--- config.mk ---
export PLATFORM = sky130hd
export DESIGN_NAME = asid_first_free_allocator_unit_flat
export DESIGN_NICKNAME = d
export VERILOG_FILES = /design/src/design/afa_pkg.sv /design/src/design/afa_if.sv /design/src/design/asid_first_free_allocator_unit.sv /design/src/flat_wrapper.sv
export VERILOG_INCLUDE_DIRS = /design/src /design/src/design
export SDC_FILE = /design/constraint.sdc
export NUM_CORES = 2
export LEC_CHECK = 0
export ABC_AREA = 1
export BUFFER_PORTS_ARGS = -buffer_cell sky130_fd_sc_hd__buf_2
export CAP_MARGIN = 20
export CORE_ASPECT_RATIO = 1.75
export CORE_MARGIN = 2
export CORE_UTILIZATION = 57
export DETAILED_ROUTE_END_ITERATION = 16
export PLACE_DENSITY = 0.74
export SLEW_MARGIN = 20
export SYNTH_ARGS = -nofsm -noshare
export SYNTH_HDL_FRONTEND = slang
export SYNTH_SLANG_ARGS = --single-unit
--- constraint.sdc ---
create_clock -name clk -period 6.3 [get_ports clk]
set_input_delay 1.575 -clock clk [delete_from_list [all_inputs] [get_ports clk]]
set_output_delay 1.575 -clock clk [all_outputs]
set_load 0.02 [all_outputs]
--- src/design/asid_first_free_allocator_unit_assert.svh ---
// ----------------------------------------------------------------------------
// Assertion macros for the ASID allocator
// Each macro expands to a labeled concurrent assertion in simulation and to
// nothing in synthesis builds.
// ----------------------------------------------------------------------------
`ifndef ASID_FIRST_FREE_ALLOCATOR_UNIT_ASSERT_SVH
`define ASID_FIRST_FREE_ALLOCATOR_UNIT_ASSERT_SVH

`ifndef SYNTH
// Same-cycle implication, clocked on clk, off during rst.
`define AFA_ASSERT_IMP(lbl, ante, cons) \
  lbl: assert property (@(posedge clk) disable iff (rst) (ante) |-> (cons)) \
    else $error("allocator assertion failed");
// Next-cycle implication, clocked on clk, off during rst.
`define AFA_ASSERT_NXT(lbl, ante, cons) \
  lbl: assert property (@(posedge clk) disable iff (rst) (ante) |=> (cons)) \
    else $error("allocator assertion failed");
`else
`define AFA_ASSERT_IMP(lbl, ante, cons)
`define AFA_ASSERT_NXT(lbl, ante, cons)
`endif

`endif

--- src/design/afa_pkg.sv ---
// ----------------------------------------------------------------------------
// ASID allocator package
// Sizes, codes and helper functions shared by the allocator and its channels.
// ----------------------------------------------------------------------------
`timescale 1ns / 1ps

package afa_pkg;

  localparam int ID_COUNT     = 1024;
  localparam int ID_SHIFT     = 28;
  localparam int ENTRY_OFFSET = 12;
  localparam int TOTAL_SHIFT  = ID_SHIFT + ENTRY_OFFSET;
  localparam int ID_W         = 50;
  localparam int STATUS_W     = 2;

  // Used flags are stored as rows of ROW_BITS flags.
  localparam int ROW_BITS = 32;
  localparam int BIT_W    = $clog2(ROW_BITS);
  localparam int ROWS     = (ID_COUNT + ROW_BITS - 1) / ROW_BITS;
  localparam int ROW_W    = (ROWS > 1) ? $clog2(ROWS) : 1;
  localparam int IDX_W    = ROW_W + BIT_W;
  localparam int PTR_W    = $clog2(ID_COUNT + 1);

  typedef logic [STATUS_W-1:0] status_t;
  typedef logic [ROW_BITS-1:0] row_t;
  typedef logic [ROW_W-1:0]    row_idx_t;
  typedef logic [IDX_W-1:0]    idx_t;
  typedef logic [PTR_W-1:0]    ptr_t;

  localparam logic CMD_ALLOC = 1'b0;
  localparam logic CMD_FREE  = 1'b1;

  localparam status_t ST_OK     = 2'd0;
  localparam status_t ST_FULL   = 2'd1;
  localparam status_t ST_BAD_ID = 2'd2;

  // Position of the lowest clear bit; zero when there is none.
  function automatic logic [BIT_W-1:0] first_zero(row_t r);
    logic [BIT_W-1:0] pos;
    pos = '0;
    for (int i = ROW_BITS - 1; i >= 0; i--) begin
      if (!r[i]) begin
        pos = BIT_W'(i);
      end
    end
    return pos;
  endfunction

endpackage

--- src/design/afa_if.sv ---
// ----------------------------------------------------------------------------
// ASID allocator channels
// Valid/ready request and response channels of the allocator.
// ----------------------------------------------------------------------------
`timescale 1ns / 1ps

interface afa_req_if import afa_pkg::*; ();
  logic            valid;
  logic            ready;
  logic            cmd;
  logic [ID_W-1:0] id_word;

  modport source (output valid, cmd, id_word, input ready);
  modport sink   (input valid, cmd, id_word, output ready);
endinterface

interface afa_rsp_if import afa_pkg::*; ();
  logic            valid;
  logic            ready;
  logic [ID_W-1:0] id_out;
  status_t         status;

  modport source (output valid, id_out, status, input ready);
  modport sink   (input valid, id_out, status, output ready);
endinterface

--- src/design/asid_first_free_allocator_unit.sv ---
// ----------------------------------------------------------------------------
// ASID first-free allocator
// Hands out the lowest free address-space identifier on an allocate command
// and takes identifiers back on a free command; one response per request.
// The used flags live in a 32-row memory of 32 flags each, with one valid bit
// per row so every identifier reads as free after reset without a clearing
// pass. A free goes from acceptance through the modify state to the response
// register, and the next request is taken once the block is back in idle. An
// allocate goes through the modify state and then the scan state for each
// further row of flags the upward search for the next free identifier has to
// read; the single read port of the flag memory lets the search read one row
// at a time. An allocate on a full table and a free of an out-of-range
// identifier go straight to the response register. A new request is
// taken while an earlier response still waits in the output register; a
// second finished response then holds the block until the first is taken.
// ----------------------------------------------------------------------------
`timescale 1ns / 1ps

module asid_first_free_allocator_unit import afa_pkg::*; (
  input  logic       clk,
  input  logic       rst,
  afa_req_if.sink    req,
  afa_rsp_if.source  rsp
);

  `include "asid_first_free_allocator_unit_assert.svh"

  localparam logic [1:0] S_IDLE = 2'd0;
  localparam logic [1:0] S_MOD  = 2'd1;
  localparam logic [1:0] S_SCAN = 2'd2;
  localparam logic [1:0] S_DONE = 2'd3;

  logic [1:0]      state;
  logic            cmd_q;
  ptr_t            tgt;
  ptr_t            lowest_free;
  row_idx_t        scan_row;
  logic [ID_W-1:0] res_id;
  status_t         res_status;
  logic            out_valid;
  logic [ID_W-1:0] out_id;
  status_t         out_status;

  // Flag memory
  row_t            mem [ROWS];
  row_t            mem_q;
  logic            vld_q;
  logic [ROWS-1:0] row_valid;
  logic            rd_en;
  row_idx_t        rd_addr;
  logic            mem_we;

  row_t            row_q;
  row_t            row_mod;
  row_t            bit_mask;
  logic [BIT_W-1:0] tgt_bit;
  row_idx_t        cur_row;
  row_t            search;
  logic            any_zero;
  idx_t            found_idx;
  logic            found_in_range;
  ptr_t            found_ptr;
  logic            last_row;
  logic [ID_W-1:0] entry_word;
  logic            bad_id;
  logic            full;
  ptr_t            req_tgt;
  logic            req_reject;

  assign req.ready  = (state == S_IDLE);
  assign rsp.valid  = out_valid;
  assign rsp.id_out = out_id;
  assign rsp.status = out_status;

  assign entry_word = req.id_word >> TOTAL_SHIFT;
  assign bad_id     = (entry_word >= ID_W'(ID_COUNT));
  assign full       = (lowest_free == PTR_W'(ID_COUNT));
  assign req_tgt    = (req.cmd == CMD_FREE) ? PTR_W'(entry_word) : lowest_free;
  assign req_reject = (req.cmd == CMD_ALLOC) ? full : bad_id;

  // Row under modification or search; a row never written reads as all free.
  assign cur_row  = (state == S_MOD) ? ROW_W'(tgt >> BIT_W) : scan_row;
  assign row_q    = vld_q ? mem_q : '0;
  assign tgt_bit  = tgt[BIT_W-1:0];
  assign bit_mask = row_t'(1) << tgt_bit;
  assign row_mod  = (cmd_q == CMD_FREE) ? (row_q & ~bit_mask) : (row_q | bit_mask);

  // Every flag below the pointer is set, so the lowest clear flag is the answer.
  assign search         = (state == S_MOD) ? ~row_mod : ~row_q;
  assign any_zero       = |search;
  assign found_idx      = {cur_row, first_zero(~search)};
  assign found_in_range = ({1'b0, found_idx} < (IDX_W + 1)'(ID_COUNT));
  assign found_ptr      = found_in_range ? PTR_W'(found_idx) : PTR_W'(ID_COUNT);
  assign last_row       = (cur_row == ROW_W'(ROWS - 1));

  always_comb begin
    rd_en   = 1'b0;
    rd_addr = cur_row + ROW_W'(1);
    mem_we  = 1'b0;
    case (state)
      S_IDLE: begin
        if (req.valid && !req_reject) begin
          rd_en   = 1'b1;
          rd_addr = ROW_W'(req_tgt >> BIT_W);
        end
      end
      S_MOD: begin
        mem_we = 1'b1;
        if (cmd_q == CMD_ALLOC && !any_zero && !last_row) begin
          rd_en = 1'b1;
        end
      end
      S_SCAN: begin
        if (!any_zero && !last_row) begin
          rd_en = 1'b1;
        end
      end
      default: begin
        rd_en = 1'b0;
      end
    endcase
  end

  always_ff @(posedge clk) begin
    if (mem_we) begin
      mem[cur_row] <= row_mod;
    end
    if (rd_en) begin
      mem_q <= mem[rd_addr];
      vld_q <= row_valid[rd_addr];
    end
  end

  always_ff @(posedge clk) begin
    if (rst) begin
      row_valid <= '0;
    end else if (mem_we) begin
      row_valid[cur_row] <= 1'b1;
    end
  end

  always_ff @(posedge clk) begin
    if (rst) begin
      state       <= S_IDLE;
      lowest_free <= '0;
      out_valid   <= 1'b0;
    end else begin
      if (rsp.valid && rsp.ready && (state != S_DONE)) begin
        out_valid <= 1'b0;
      end
      case (state)
        S_IDLE: begin
          if (req.valid) begin
            cmd_q <= req.cmd;
            tgt   <= req_tgt;
            if (req_reject) begin
              res_id     <= '0;
              res_status <= (req.cmd == CMD_ALLOC) ? ST_FULL : ST_BAD_ID;
              state      <= S_DONE;
            end else begin
              state <= S_MOD;
            end
          end
        end
        S_MOD: begin
          res_status <= ST_OK;
          if (cmd_q == CMD_FREE) begin
            res_id <= '0;
            if (tgt < lowest_free) begin
              lowest_free <= tgt;
            end
            state <= S_DONE;
          end else begin
            res_id <= ID_W'(tgt) << TOTAL_SHIFT;
            if (any_zero) begin
              lowest_free <= found_ptr;
              state       <= S_DONE;
            end else if (last_row) begin
              lowest_free <= PTR_W'(ID_COUNT);
              state       <= S_DONE;
            end else begin
              scan_row <= cur_row + ROW_W'(1);
              state    <= S_SCAN;
            end
          end
        end
        S_SCAN: begin
          // advance one row a cycle until a clear flag or the table end
          if (any_zero) begin
            lowest_free <= found_ptr;
            state       <= S_DONE;
          end else if (last_row) begin
            lowest_free <= PTR_W'(ID_COUNT);
            state       <= S_DONE;
          end else begin
            scan_row <= cur_row + ROW_W'(1);
          end
        end
        S_DONE: begin
          // hold until the output register is free
          if (!out_valid || rsp.ready) begin
            out_valid  <= 1'b1;
            out_id     <= res_id;
            out_status <= res_status;
            state      <= S_IDLE;
          end
        end
        default: begin
          state <= S_IDLE;
        end
      endcase
    end
  end

  `AFA_ASSERT_IMP(a_ptr_range, 1'b1, lowest_free <= PTR_W'(ID_COUNT))
  `AFA_ASSERT_IMP(a_alloc_free_flag, (state == S_MOD) && (cmd_q == CMD_ALLOC), !row_q[tgt_bit])
  `AFA_ASSERT_IMP(a_full_status, (state == S_DONE) && (res_status == ST_FULL), full)
  `AFA_ASSERT_NXT(a_free_done, (state == S_MOD) && (cmd_q == CMD_FREE), (state == S_DONE) && (res_status == ST_OK))

endmodule

--- src/flat_wrapper.sv ---
// flat-port wrapper written by rule: the top's interface ports become plain ports
module asid_first_free_allocator_unit_flat import afa_pkg::*;
  (clk, rst, req_valid, req_cmd, req_id_word, req_ready, rsp_valid, rsp_id_out, rsp_status, rsp_ready);
  afa_req_if req_i ();
  afa_rsp_if rsp_i ();
  input  logic clk;
  input  logic rst;
  input wire logic [$bits(req_i.valid)-1:0] req_valid;
  input wire logic [$bits(req_i.cmd)-1:0] req_cmd;
  input wire logic [$bits(req_i.id_word)-1:0] req_id_word;
  output wire logic [$bits(req_i.ready)-1:0] req_ready;
  output wire logic [$bits(rsp_i.valid)-1:0] rsp_valid;
  output wire logic [$bits(rsp_i.id_out)-1:0] rsp_id_out;
  output wire logic [$bits(rsp_i.status)-1:0] rsp_status;
  input wire logic [$bits(rsp_i.ready)-1:0] rsp_ready;
  assign req_i.valid = req_valid;
  assign req_i.cmd = req_cmd;
  assign req_i.id_word = req_id_word;
  assign req_ready = req_i.ready;
  assign rsp_valid = rsp_i.valid;
  assign rsp_id_out = rsp_i.id_out;
  assign rsp_status = rsp_i.status;
  assign rsp_i.ready = rsp_ready;
  asid_first_free_allocator_unit u_core (.clk(clk), .rst(rst), .req(req_i), .rsp(rsp_i));
endmodule
==> results.json <==
{
  "critPathRequiredTime_ps": 6670,
  "clock_skew_ps": 34.00,
  "ir_worst_vdd_mv": 0.7455,
  "status": "completed",
  "ys_ff_latch": 1144,
  "clkTransAtPathRegs_ps": 70,
  "synth_area_sq_mm": 0.04625,
  "cts_buffers": 93,
  "clk_latency_ps": 700,
  "grt-ovfl-total": 0,
  "hp-class": "flip-flop to flip-flop",
  "tightest_slew_ps": 1182,
  "die_y_um": 380.8,
  "maxSlewHeadroom": 0.2100,
  "ant_nets": 0,
  "power_density_mw_per_mm2": 526.5,
  "vias_per_cell": 6.553,
  "synth_edf_count": 1098,
  "grt_max_degree": 219,
  "wl_per_cell_um": 27.06,
  "start_util": 0.5735,
  "r2r_slack_ps": 1380,
  "io_pins": 109,
  "leakagePower_nw": 16.71,
  "hold_violations": 0,
  "ys_warn_count": 0,
  "crit_type": "flip-flop to flip-flop",
  "syn_avg_cell_area_sq_um": 12.82,
  "port_buffers": 28,
  "post-cts-setup-buffer-count": 0,
  "cts_resized": 0,
  "cts_max_level": 3,
  "synthToLayoutAreaGrowth_pct": 11.15,
  "final_cell_mix": "edfxtp_1, nor2_1, o21ai_0",
  "ys_seq_area_frac": 0.7329,
  "arrival_ps": 5280,
  "synthFlopType": "edfxtp_1",
  "grtUsageMet3": 0.05277,
  "power_mw": 27.07,
  "critPathLaunchType": "flip-flop",
  "drv_cap": 0,
  "core_area_sq_mm": 0.08063,
  "layout_min_cycle_time_ps": 4916,
  "fmax_mhz": 203.4,
  "grt_most_used_layer": "met2",
  "clockRootBuffer": "clkbuf_16",
  "track_usage": 0.3057,
  "dieArea_sq_mm": 0.08352,
  "drt_pass1_iterations": 6,
  "fin_tns_setup_ps": 0,
  "vias": 31000,
  "dp_slack_ps": 1239,
  "fillerInstances": 5606,
  "cts_tree": "built",
  "setup_violations": 0,
  "gp_congestion": 0.9264,
  "die_x_um": 219.3,
  "holdWs_ps": 422.3,
  "rsz0062_at_grt": "false",
  "setup_ws_ps": 1384,
  "grtUsageMet2": 0.5049,
  "dpl_cell_area_sq_mm": 0.04819,
  "num_antenna_cells": 0,
  "grt_pass1_wl_um": 185600,
  "hold_buffers": 0,
  "antenna_found_initial": 0,
  "path_max_fanout": 33,
  "cts.sinks": 1144,
  "drtIter0Drc": 4420,
  "drc": 0,
  "period_share": 0.7804,
  "drive_gt1_frac": 0.1065,
  "use_met1": 0.3712,
  "routed_wirelength_um": 128000,
  "synthCells": 3608,
  "grt_pass1_vias": 29780,
  "slew_violations": 0,
  "dp_hpwl_um": 68700,
  "final_common_cell": "edfxtp_1",
  "layout.nets": 3675,
  "num_rows": 138,
  "clockBufferDepth": 3,
  "final_area_sq_mm": 0.05140,
  "ys_types": 43,
  "synth-async-reset-ratio": 0,
  "end_kind": "flip-flop"
}
-- logic make-up after synthesis --
logic type | synth area share
buffers and inverters | 0.03501
xor gates and xnor gates | 0.0001894
and+or+nand+nor | 0.08566
adders and majority gates | 0.005141
AOI/OAI and AO/OA | 0.1408
other | 0.00008109
DFF | 0.7329
muxes | 0.0002165
-- cells in the mapped netlist (all sizes together), types with 19 or more instances --
master / n / area [sq um]
ha: 19 / 237.7
a21oi: 48 / 251.5
a311oi: 26 / 227.7
nand3: 61 / 315.3
buf: 73 / 466.7
o221ai: 196 / 1717
o21ai: 607 / 3042
o211ai: 58 / 435.4
o22ai: 75 / 469.2
a31oi: 35 / 219.0
dfxtp: 46 / 920.9
nor2: 716 / 2705
inv: 84 / 315.3
nand2: 183 / 689.4
clkbuf: 221 / 829.6
edfxtp: 1098 / 32970
-- worst max-delay path, cell delays in order (launching register included) --
cell,delay [ps]
edfxtp_1,950
nand2_1,260
o21ai_4,730
o21ai_0,370
nor2_1,220
nand2_1,110
nor4_1,300
nand2_1,160
nor2_2,200
nand3_1,180
a21oi_4,660
buf_4,400
-- final timing paths --
kind / startpoint / endpoint / depth (start not counted)
worst max-delay path: u_core.vld_q / u_core.mem_q[20] / 11
worst min-delay path: u_core.res_status[0] / u_core.rsp.status[0] / 0
worst max register to register: u_core.vld_q / u_core.mem_q[20] / 11
worst min register to register: u_core.res_status[0] / u_core.rsp.status[0] / 0
-- metal layers --
layer / share of wire / wire (um) / up-vias
li1: - / - / 13450
met1: 0.34 / 43940 / 15160
met2: 0.49 / 62800 / 1945
met3: 0.097 / 12470 / 445
met4: 0.069 / 8809 / 0
met5: 0 / 0 / -
-- per-stage QoR --
| stage | util | cells |
|---|---|---|
| global route | 0.6375 | 4731 |
| floorplan | - | 3647 |
| global placement | 0.5961 | 4551 |
| CTS | 0.6371 | 4730 |
| finish | 0.6375 | 4731 |
| detailed placement | 0.5977 | 4555 |
-- report_power, final --
group	leakage (nW)	switching (mW)	internal [mW]	total, mW
clock network	1.54	2.70	3.37	6.07
logic	4.76	7.81	3.01	10.8
registers	10.4	0.248	9.93	10.2
total	16.7	10.8	16.3	27.1
-- layout make-up --
type,instances,area (sq um),area share
multi-input combinational,2123,11310,0.2199
inverter,86,341.6,0.006645
clock buffer,114,2522,0.04907
sequential,1144,33890,0.6593
clock inverter,61,656.9,0.01278
timing repair buffer,153,1371,0.02668
tap,1050,1314,0.02556
-- registers in the layout (all words and copies together), names as in the netlist --
register and flops:
u_core.lowest_free 11, u_core.state 2, u_core.res_id 10, u_core.res_status 2, u_core.mem_q 32, u_core.rsp.status 2, u_core.row_valid 32, u_core.tgt 11
u_core.vld_q 1, u_core.scan_row 5, u_core.cmd_q 1, u_core.mem 1024, u_core.rsp.valid 1, u_core.rsp.id_out 10
No activity file was read; power rests on OpenSTA's default activity.
